## config.mk

```make
export PLATFORM = sky130hd
export DESIGN_NAME = double_ended_queue_flat
export DESIGN_NICKNAME = d
export VERILOG_FILES = /design/src/rtl/dq_pkg.sv /design/src/rtl/dq_if.sv /design/src/rtl/dq_cell.sv /design/src/rtl/dq_ctrl.sv /design/src/rtl/double_ended_queue.sv /design/src/flat_wrapper.sv
export SDC_FILE = /design/constraint.sdc
export NUM_CORES = 1
export LEC_CHECK = 0
export BUFFER_PORTS_ARGS = -buffer_cell sky130_fd_sc_hd__buf_2
export CAP_MARGIN = 20
export CELL_PAD_IN_SITES_DETAIL_PLACEMENT = 2
export CELL_PAD_IN_SITES_GLOBAL_PLACEMENT = 2
export CORE_UTILIZATION = 52
export DETAILED_ROUTE_END_ITERATION = 8
export GPL_TIMING_DRIVEN = 1
export PLACE_DENSITY_LB_ADDON = 0.1
export SETUP_SLACK_MARGIN = 0.5
export SYNTH_ARGS = -nofsm -noshare
export SYNTH_HDL_FRONTEND = slang
export SYNTH_SLANG_ARGS = --single-unit
```

## constraint.sdc

```tcl
create_clock -name i_clk -period 15.25 [get_ports i_clk]
set_clock_uncertainty 0.05 [all_clocks]
set_input_delay 3.8125 -clock i_clk [delete_from_list [all_inputs] [get_ports i_clk]]
set_output_delay 3.8125 -clock i_clk [all_outputs]
set_load 0.02 [all_outputs]
```

## src/rtl/dq_pkg.sv

```systemverilog
// Shared types and codes for the double-ended queue.
// No dependencies; every other file in rtl/ refers to this package by scoped names.
package dq_pkg;

    typedef logic signed [31:0] t_word;

    // Operation codes carried by the op field.
    localparam logic [1:0] OP_PUSH_FRONT = 2'd0;
    localparam logic [1:0] OP_PUSH_BACK  = 2'd1;
    localparam logic [1:0] OP_POP_FRONT  = 2'd2;
    localparam logic [1:0] OP_POP_BACK   = 2'd3;

    // Status codes carried by the status field.
    localparam logic [1:0] ST_DONE  = 2'd0;
    localparam logic [1:0] ST_EMPTY = 2'd1;
    localparam logic [1:0] ST_FULL  = 2'd2;

    // Value returned by a pop that finds the queue empty.
    localparam t_word EMPTY_WORD = -32'sd1;

    // What one copy of the store does in a cell during a cycle.
    typedef enum logic [1:0] {
        MV_HOLD = 2'd0,
        MV_SHR  = 2'd1,
        MV_SHL  = 2'd2,
        MV_APP  = 2'd3
    } t_move;

    // Each cell keeps entry i of two copies: the forward copy runs front to back,
    // the reverse copy runs back to front.
    typedef struct packed {
        t_word fwd;
        t_word rev;
    } t_pair;

    typedef struct packed {
        t_move fwd_mv;
        t_move rev_mv;
    } t_cell_ctl;

endpackage

```

## src/rtl/dq_if.sv

```systemverilog
// Valid/ready channel interfaces for the double-ended queue.
// Depends on dq_pkg for the word type.
interface dq_in_if;
    logic            valid;
    logic            ready;
    logic [1:0]      op;
    dq_pkg::t_word   data_in;

    modport source (output valid, output op, output data_in, input ready);
    modport sink   (input valid, input op, input data_in, output ready);
endinterface

interface dq_out_if;
    logic            valid;
    logic            ready;
    dq_pkg::t_word   data_out;
    logic [1:0]      status;
    logic            is_empty;

    modport source (output valid, output data_out, output status, output is_empty,
                    input ready);
    modport sink   (input valid, input data_out, input status, input is_empty,
                    output ready);
endinterface

```

## src/rtl/dq_cell.sv

```systemverilog
// One storage cell of the queue chain: entry INDEX of the forward and reverse copies.
// Depends on dq_pkg; instantiated in a row by double_ended_queue.
module dq_cell #(
    parameter int INDEX = 0,
    parameter int CW    = 5
) (
    input  logic              i_clk,
    input  dq_pkg::t_cell_ctl i_ctl,
    input  logic [CW-1:0]     i_count,
    input  dq_pkg::t_word     i_word,
    input  dq_pkg::t_pair     i_lo,
    input  dq_pkg::t_pair     i_hi,
    output dq_pkg::t_pair     o_pair
);

    dq_pkg::t_pair r_pair;
    dq_pkg::t_pair n_pair;
    logic          w_at_tail;

    // An append lands in the first free cell, which is the one whose index equals the count.
    assign w_at_tail = (i_count == CW'(INDEX));

    always_comb begin
        n_pair = r_pair;
        case (i_ctl.fwd_mv)
            dq_pkg::MV_SHR: n_pair.fwd = i_lo.fwd;
            dq_pkg::MV_SHL: n_pair.fwd = i_hi.fwd;
            dq_pkg::MV_APP: begin
                if (w_at_tail) begin
                    n_pair.fwd = i_word;
                end
            end
            default: n_pair.fwd = r_pair.fwd;
        endcase
        case (i_ctl.rev_mv)
            dq_pkg::MV_SHR: n_pair.rev = i_lo.rev;
            dq_pkg::MV_SHL: n_pair.rev = i_hi.rev;
            dq_pkg::MV_APP: begin
                if (w_at_tail) begin
                    n_pair.rev = i_word;
                end
            end
            default: n_pair.rev = r_pair.rev;
        endcase
    end

    always_ff @(posedge i_clk) begin
        r_pair <= n_pair;
    end

    assign o_pair = r_pair;

endmodule

```

## src/rtl/dq_ctrl.sv

```systemverilog
// Control for the double-ended queue: entry count, cell moves and the result register.
// Depends on dq_pkg and the channel interfaces in dq_if.sv.
module dq_ctrl #(
    parameter int CAPACITY = 16,
    parameter int CW       = 5
) (
    input  logic              i_clk,
    input  logic              i_rst_n,
    dq_in_if.sink             i_in,
    dq_out_if.source          o_out,
    input  dq_pkg::t_pair     i_head,
    output dq_pkg::t_cell_ctl o_ctl,
    output logic [CW-1:0]     o_count
);

    logic [CW-1:0]     r_count;
    logic [CW-1:0]     n_count;
    logic              r_out_valid;
    dq_pkg::t_word     r_data_out;
    dq_pkg::t_word     n_data_out;
    logic [1:0]        r_status;
    logic [1:0]        n_status;
    logic              r_is_empty;
    logic              w_accept;
    logic              w_full;
    logic              w_empty;
    dq_pkg::t_cell_ctl w_ctl;

    assign w_full   = (r_count == CW'(CAPACITY));
    assign w_empty  = (r_count == '0);
    assign i_in.ready = i_rst_n && (!r_out_valid || o_out.ready);
    assign w_accept = i_in.valid && i_in.ready;

    always_comb begin
        w_ctl      = '{fwd_mv: dq_pkg::MV_HOLD, rev_mv: dq_pkg::MV_HOLD};
        n_count    = r_count;
        n_data_out = '0;
        n_status   = dq_pkg::ST_DONE;
        case (i_in.op)
            dq_pkg::OP_PUSH_FRONT: begin
                if (w_full) begin
                    n_status = dq_pkg::ST_FULL;
                end else begin
                    w_ctl   = '{fwd_mv: dq_pkg::MV_SHR, rev_mv: dq_pkg::MV_APP};
                    n_count = r_count + CW'(1);
                end
            end
            dq_pkg::OP_PUSH_BACK: begin
                if (w_full) begin
                    n_status = dq_pkg::ST_FULL;
                end else begin
                    w_ctl   = '{fwd_mv: dq_pkg::MV_APP, rev_mv: dq_pkg::MV_SHR};
                    n_count = r_count + CW'(1);
                end
            end
            dq_pkg::OP_POP_FRONT: begin
                if (w_empty) begin
                    n_data_out = dq_pkg::EMPTY_WORD;
                    n_status   = dq_pkg::ST_EMPTY;
                end else begin
                    // The reverse copy loses its deepest entry just by the count dropping.
                    n_data_out = i_head.fwd;
                    w_ctl      = '{fwd_mv: dq_pkg::MV_SHL, rev_mv: dq_pkg::MV_HOLD};
                    n_count    = r_count - CW'(1);
                end
            end
            default: begin
                if (w_empty) begin
                    n_data_out = dq_pkg::EMPTY_WORD;
                    n_status   = dq_pkg::ST_EMPTY;
                end else begin
                    n_data_out = i_head.rev;
                    w_ctl      = '{fwd_mv: dq_pkg::MV_HOLD, rev_mv: dq_pkg::MV_SHL};
                    n_count    = r_count - CW'(1);
                end
            end
        endcase
    end

    assign o_ctl   = w_accept ? w_ctl
                   : dq_pkg::t_cell_ctl'{fwd_mv: dq_pkg::MV_HOLD, rev_mv: dq_pkg::MV_HOLD};
    assign o_count = r_count;

    always_ff @(posedge i_clk) begin
        if (!i_rst_n) begin
            r_count     <= '0;
            r_out_valid <= 1'b0;
        end else begin
            if (w_accept) begin
                r_count     <= n_count;
                r_out_valid <= 1'b1;
            end else if (o_out.ready) begin
                r_out_valid <= 1'b0;
            end
        end
    end

    always_ff @(posedge i_clk) begin
        if (w_accept) begin
            r_data_out <= n_data_out;
            r_status   <= n_status;
            r_is_empty <= (n_count == '0);
        end
    end

    assign o_out.valid    = r_out_valid;
    assign o_out.data_out = r_data_out;
    assign o_out.status   = r_status;
    assign o_out.is_empty = r_is_empty;

`ifndef NO_ASSERTIONS
    a_count_bound: assert property (@(posedge i_clk) disable iff (!i_rst_n)
        r_count <= CW'(CAPACITY))
        else $error("entry count above capacity");

    a_pop_front_count: assert property (@(posedge i_clk) disable iff (!i_rst_n)
        (w_accept && i_in.op == dq_pkg::OP_POP_FRONT && !w_empty)
        |=> (r_count == $past(r_count) - CW'(1)))
        else $error("pop from front did not remove one entry");

    a_empty_flag: assert property (@(posedge i_clk) disable iff (!i_rst_n)
        r_out_valid |-> (r_is_empty == (r_count == '0)))
        else $error("empty flag of pending word disagrees with count");

    a_full_status: assert property (@(posedge i_clk) disable iff (!i_rst_n)
        (r_out_valid && r_status == dq_pkg::ST_FULL) |-> (r_count == CW'(CAPACITY)))
        else $error("full status reported while queue had room");
`endif

endmodule

```

## src/rtl/double_ended_queue.sv

```systemverilog
// Bounded double-ended queue of signed 32-bit words, built as a row of CAPACITY cells.
// A result word is registered and becomes valid in the cycle after its operation word is accepted.
// Throughput: one operation per cycle unless a pending result is not taken; the cells shift or load in that same cycle.
// Reset clears the entry count and the result valid; cell contents are left as they are.
// Depends on dq_pkg, dq_if, dq_cell and dq_ctrl.
module double_ended_queue #(
    parameter int CAPACITY = 16
) (
    input  logic     i_clk,
    input  logic     i_rst_n,
    dq_in_if.sink    i_in,
    dq_out_if.source o_out
);

    localparam int CW = $clog2(CAPACITY + 1);

    dq_pkg::t_pair     w_pair [CAPACITY];
    dq_pkg::t_cell_ctl w_ctl;
    logic [CW-1:0]     w_count;

    dq_ctrl #(
        .CAPACITY (CAPACITY),
        .CW       (CW)
    ) u_ctrl (
        .i_clk   (i_clk),
        .i_rst_n (i_rst_n),
        .i_in    (i_in),
        .o_out   (o_out),
        .i_head  (w_pair[0]),
        .o_ctl   (w_ctl),
        .o_count (w_count)
    );

    for (genvar g = 0; g < CAPACITY; g++) begin : g_cell
        dq_pkg::t_pair w_lo;
        dq_pkg::t_pair w_hi;

        // A right shift feeds the incoming word into the first cell of either copy.
        if (g == 0) begin : g_first
            assign w_lo = '{fwd: i_in.data_in, rev: i_in.data_in};
        end else begin : g_mid_lo
            assign w_lo = w_pair[g-1];
        end

        if (g == CAPACITY - 1) begin : g_last
            assign w_hi = w_pair[g];
        end else begin : g_mid_hi
            assign w_hi = w_pair[g+1];
        end

        dq_cell #(
            .INDEX (g),
            .CW    (CW)
        ) u_cell (
            .i_clk   (i_clk),
            .i_ctl   (w_ctl),
            .i_count (w_count),
            .i_word  (i_in.data_in),
            .i_lo    (w_lo),
            .i_hi    (w_hi),
            .o_pair  (w_pair[g])
        );
    end

endmodule
```

## src/flat_wrapper.sv

```systemverilog
// flat-port wrapper written by rule: the top's interface ports become plain ports
module double_ended_queue_flat 
#(
    parameter int CAPACITY = 16
)
  (i_clk, i_rst_n, i_in_valid, i_in_op, i_in_data_in, i_in_ready, o_out_valid, o_out_data_out, o_out_status, o_out_is_empty, o_out_ready);
  dq_in_if i_in_i ();
  dq_out_if o_out_i ();
  input  logic i_clk;
  input  logic i_rst_n;
  input wire logic [$bits(i_in_i.valid)-1:0] i_in_valid;
  input wire logic [$bits(i_in_i.op)-1:0] i_in_op;
  input wire logic [$bits(i_in_i.data_in)-1:0] i_in_data_in;
  output wire logic [$bits(i_in_i.ready)-1:0] i_in_ready;
  output wire logic [$bits(o_out_i.valid)-1:0] o_out_valid;
  output wire logic [$bits(o_out_i.data_out)-1:0] o_out_data_out;
  output wire logic [$bits(o_out_i.status)-1:0] o_out_status;
  output wire logic [$bits(o_out_i.is_empty)-1:0] o_out_is_empty;
  input wire logic [$bits(o_out_i.ready)-1:0] o_out_ready;
  assign i_in_i.valid = i_in_valid;
  assign i_in_i.op = i_in_op;
  assign i_in_i.data_in = i_in_data_in;
  assign i_in_ready = i_in_i.ready;
  assign o_out_valid = o_out_i.valid;
  assign o_out_data_out = o_out_i.data_out;
  assign o_out_status = o_out_i.status;
  assign o_out_is_empty = o_out_i.is_empty;
  assign o_out_i.ready = o_out_ready;
  double_ended_queue #(.CAPACITY(CAPACITY)) u_core (.i_clk(i_clk), .i_rst_n(i_rst_n), .i_in(i_in_i), .o_out(o_out_i));
endmodule
```

==> Word level (Yosys, flattened, before mapping) <==
Index checks and enable logic that the tools add are counted.
{ "word_totals": {"register_bits": 1065, "out_inout_bits": 37, "wordCells": 205} }
{ "op_classes": {"addsub": 2, "n_eq_ne": 56, "muxes": 65, "reduce_logical": 45} }
{ "ops": {"columns": ["operator", "count"], "rows": [
  ["$pmux 32 s3", 30],
  ["$mux 32", 18],
  ["$pmux 32 s2", 3],
  ["$ne 2x2->1 const B", 32],
  ["$reduce_and 2->1", 32],
  ["$eq 5x4->1 const B", 8],
  ["$eq 5x3->1 const B", 4],
  ["$mux 5", 3],
  ["$mux 4", 3],
  ["$pmux 4 s3", 1],
  ["$eq 2x2->1 const B", 5],
  ["$eq 5x2->1 const B", 2],
  ["$logic_not 5->1", 2],
  ["$eq 2x1->1 const B", 3],
  ["$mux 2", 3],
  ["$reduce_bool 2->1", 3],
  ["$reduce_bool 3->1", 2],
  ["$add 5x1->5 const B", 1],
  ["$eq 5x1->1 const B", 1],
  ["$eq 5x5->1 const B", 1],
  ["$sub 5x1->5 const B", 1],
  ["$mux 1", 3],
  ["$mux 3", 1],
  ["$logic_and 1x1->1", 2],
  ["other kinds (4)", 4]
]} }

==> Logic depth before layout (Yosys ltp) <==
{ "depth": {"ltp_word": 8, "ltp_mapped": 14, "depth_no_buf": 12} }

==> By module <==
A second synthesis with hierarchy kept.
{ "hier_totals": {"hier_cells": 5528, "hier_area_um2": 56352.8} }
{ "by_module_without_submodules": {"columns": ["mod", "n_inst", "cells_each", "area_per_inst_um2"], "rows": [
  ["dq_cell at u_core.g_cell[1].u_cell ...", 4, 333, 3382.0],
  ["dq_cell at u_core.g_cell[10].u_cell ...", 4, 330, 3350.7],
  ["dq_cell at u_core.g_cell[11].u_cell ...", 4, 329, 3344.5],
  ["dq_cell at u_core.g_cell[0].u_cell", 1, 374, 3741.1],
  ["dq_cell at u_core.g_cell[12].u_cell", 1, 330, 3348.2],
  ["dq_cell at u_core.g_cell[3].u_cell", 1, 330, 3344.5],
  ["dq_cell at u_core.g_cell[15].u_cell", 1, 329, 3326.9],
  ["dq_ctrl", 1, 197, 2283.4]
]} }

==> Least setup slack after synthesis <==
No wires, ideal clock.
{ "synth_path": {"path_kind": "in2reg", "startpoint": "in o_out_ready", "endpoint": "reg u_core.g_cell[6].u_cell.r_pair (netlist bit u_core.g_cell[6].u_cell.o_pair[0]) (enable)", "setup_time_ns": 0.466, "arrival_time_ns": 8.674, "required_time_ns": 14.734, "setup_slack_ns": 6.061, "cell_stages": 13, "n_path_buf": 2, "path_cell_list": "nand2b_1 > and2_1 > nand2_1 > clkinv_1 > nand2_1 > inv_1 > ha_1 > clkbuf_1 > clkbuf_1 > clkinv_1 > nor2_1 > nand2_1 > o21ai_0"} }
{ "synth_via": {"elab_chain_len": 7, "word_cells_on_any_way": 10} }
{ "synth_rtl": {"columns": ["item", "line_no", "source"], "rows": [
  ["start, declared", "flat_wrapper.sv:19", "input wire logic [$bits(o_out_i.ready)-1:0] o_out_ready;"],
  ["$logic_or 1x1->1 (*)", "dq_ctrl.sv:31", "assign i_in.ready = i_rst_n && (!r_out_valid || o_out.ready);"],
  ["$logic_and 1x1->1 (*)", "dq_ctrl.sv:31", null],
  ["via i_in_ready", "flat_wrapper.sv:14", "output wire logic [$bits(i_in_i.ready)-1:0] i_in_ready;"],
  ["$logic_and 1x1->1 (*)", "dq_ctrl.sv:32", "assign w_accept = i_in.valid && i_in.ready;"],
  ["via u_core.u_ctrl.w_accept", "dq_ctrl.sv:24", "logic w_accept;"],
  ["$mux 4 (*)", "dq_ctrl.sv:80", "assign o_ctl = w_accept ? w_ctl"],
  ["$eq 2x2->1 or $eq 2x1->1 (tied branches)", "dq_cell.sv:35", "case (i_ctl.rev_mv)"],
  ["$ne 2x2->1 (no source line) or $reduce_bool 3->1 (tied branches)", null, null],
  ["$reduce_and 2->1 (no source line) (*)", null, null],
  ["end signal, assigned", "dq_cell.sv:48", "r_pair <= n_pair;"],
  ["end, declared", "dq_cell.sv:16", "dq_pkg::t_pair r_pair;"]
]} }
The timed path passes the listed nets; every way through them passes the cells marked *.
A chain may end at the register's enable or synchronous reset.

==> Worst setup path after layout <==
{ "layout_path": {"startpoint": "in o_out_ready", "endpoint": "out i_in_ready"} }
{ "layout_via": {"elab_chain_len": 2} }
{ "layout_rtl": {"columns": ["item", "line_no"], "rows": [
  ["$logic_or 1x1->1", "dq_ctrl.sv:31"],
  ["$logic_and 1x1->1", "dq_ctrl.sv:31"],
  ["end, declared", "flat_wrapper.sv:14"]
]} }
No other way between the ends.

==> reports/qor.csv <==
metric,value,unit
tightest_slew,1.40,ns
worst_setup_path_end_kind,output pin,
grt_pass1_wl,214000,um
drive_above_1_share,0.141,
maxCapViolations,0,
initial_core_util,0.528,
worst-r2r-setup-slack,9.55,ns
rsz0062_at_grt,false,
io_buffers,74,
drv_slew,0,
drc_errors,0,
critPathArrivalTime,4.40,ns
fp.coreArea,85700,sq um
synth_commonest_cells,"edfxtp_1 (1059), a221o_1 (896), clkbuf_1 (344)",
holdCritStartpoint,u_core.g_cell[15].u_cell.o_pair[55]$_DFFE_PP_,
crit_chain,"buf_2, nand2b_1, and2_1, buf_2",
clk_pin_slew,0.06,ns
ys_seq_elements,1065,
setup-tns-final,0,ns
die-area,88300,sq um
worstSetupPathType,in2out,
relSlewSlack,0.0664,
hold_path.class,reg2reg,
fin_crit,8.26,ns
synth_area_leaders,"edfxtp_1 (70%), a221o_1 (20%), clkbuf_1 (2.9%)",
io_pins,75,
vias_per_cell,7.65,
die_h,297,um
cp_slowest_cell,and2_1,
cts.htree.levels,3,
synthArstFlopShare,0,
preCtsSetupSlack,6.35,ns
synth_top_area_cell,edfxtp_1,
p_leak,0.0167,uW
fin_area,50200,sq um
place_congestion,0.804,
crit_top_cell,buf_2,
row_count,107,
synth_area,45300,sq um
wire_per_inst,37.6,um
routed_wl,144000,um
ant_nets,0,
multiInputGateArea,12300,sq um
critPathRequiredTime,11.39,ns
path_max_fanout,2,
grt_max_degree,270,
setup_viol,0,
hold_path_end,u_core.g_cell[14].u_cell.o_pair[55]$_DFFE_PP_,
synth_top_area_frac,0.702,
hold_viol_final,0,
avgSynthCellArea,16.6,sq um
vias,29300,
ys.flop_type,edfxtp_1,
postCtsSetupBuffers,0,
yosysSeqAreaShare,0.705,
nNetsFinal,2643,
hold_path_depth,1,
cts_resized,0,
r2r-start,u_core.u_ctrl.o_count[0]$_SDFFE_PN0N_,
n_antenna_cell,0,
worst_setup_path_start_kind,primary input,
regArea,31900,sq um
synth-warning-count,0,
cts.sinks,1065,
tritoncts,done,
nFillCells,7195,
firstDrtPassIters,6,
irDropWorstVdd,0.0000944,V
powerDensity,147,nW/um^2
drt-initial-drc-count,3622,
max_stage_delay,0.18,ns
grt_pass1_vias,29800,
synth_nets,2770,
cts_buffers,110,
gr-total-overflow,0,
place_area,46600,sq um
syn-instance-count,2720,
synth_most_common_cell,edfxtp_1,
antenna_found_initial,3,
worstSkewPairLatency,0.70,ns
whs,0.506,ns
synth_edf_count,1059,
post-route-period-util,0.542,
final_util,0.586,
cts_root_buf,clkbuf_16,
fin_ws,6.99,ns
die_w,297,um
area_delta_synth_final,10.8,%
status,completed,
dpl.hpwl,81900,um
worstReg2RegEnd,u_core.g_cell[12].u_cell.o_pair[29]$_DFFE_PP_,
rr_worst_depth,12,
grt_usage,0.321,
fmax,121,MHz
ys_types,42,
clock_path_buffers,3,
cts_hold_buf,0,
## stage by stage
stage	power, uW	cells
2_1_floorplan	4340	2720
3_3_place_gp	4600	3609
3_5_place_dp	4720	3620
4_1_cts	7380	3822
5_1_grt	7550	3827
6_report	7370	3827
## worst max path at each step
stage	to	cells past startpoint	startpoint	slack, ns
2_1_floorplan	u_core.g_cell[6].u_cell.o_pair[0]$_DFFE_PP_	13	o_out_ready	6.06
3_3_place_gp	u_core.g_cell[5].u_cell.o_pair[45]$_DFFE_PP_	15	o_out_ready	6.73
3_5_place_dp	u_core.g_cell[8].u_cell.o_pair[57]$_DFFE_PP_	12	o_out_ready	6.35
4_1_cts	u_core.g_cell[10].u_cell.o_pair[52]$_DFFE_PP_	12	o_out_ready	6.96
5_1_grt	i_in_ready	4	o_out_ready	6.97
6_report	i_in_ready	4	o_out_ready	6.99
## flip-flops by register name, summed over array words and instances, names as in the netlist
name,count
u_core.u_ctrl.o_out.valid,1
u_core.u_ctrl.o_count,5
u_core.g_cell.u_cell.o_pair,1024
u_core.u_ctrl.o_out.status,2
u_core.u_ctrl.o_out.data_out,32
u_core.u_ctrl.o_out.is_empty,1
## cells by family (layout without fill, tap and decap cells)
family | after synthesis | in the layout | share of synthesized area
xor gates and xnor gates | 2 | 2 | 0.000387
DFF | 1065 | 1065 | 0.705
buffers and inverters | 377 | 340 | 0.0316
AOI/OAI and AO/OA | 1038 | 1038 | 0.220
and+or+nand+nor | 128 | 128 | 0.0165
adders and majority gates | 12 | 12 | 0.00332
muxes | 98 | 98 | 0.0235
## layout make-up
cell class                 count  area share
clock inverter                51     0.00773
multi-input combinational   1278       0.245
timing repair buffer         128      0.0209
tap                         1144      0.0285
sequential                  1065       0.636
clock buffer                 151      0.0606
inverter                      10    0.000748
## worst max-delay path: cells and delay by family
family / cells / cell delay, ns
simple gates: 2 / 0.33
buf+inv: 2 / 0.25
## metal layers
metal / global-route usage / wire [um]
met1: 0.451 / 59700
met2: 0.521 / 71200
met3: 0.0453 / 9520
met4: 0.0961 / 3700
met5: 0 / 0
## power by group
part	total (uW)	switching, uW	internal [uW]
registers	3800	195	3600
logic	922	570	353
clock network	2650	1190	1460
total	7370	1950	5420
## layout by cell type (no fill, tap or decap), types with 6 or more instances in the layout
cell type / Yosys / routed
a21boi_0: 33 / 33
a21o_1: 65 / 65
a221o_1: 896 / 896
and2_0: 10 / 10
and2_1: 58 / 58
buf_12: 0 / 17
buf_2: 2 / 74
buf_4: 0 / 34
clkbuf_1: 344 / 32
clkbuf_16: 0 / 114
clkinv_1: 3 / 28
clkinv_4: 0 / 9
dfxtp_1: 6 / 6
edfxtp_1: 1059 / 1059
ha_1: 12 / 10
inv_1: 7 / 7
mux2_2: 66 / 66
mux2i_1: 32 / 32
nand2_1: 24 / 24
o21ai_0: 35 / 6
o21ai_4: 0 / 30
Power figures use the tool's default switching activity.
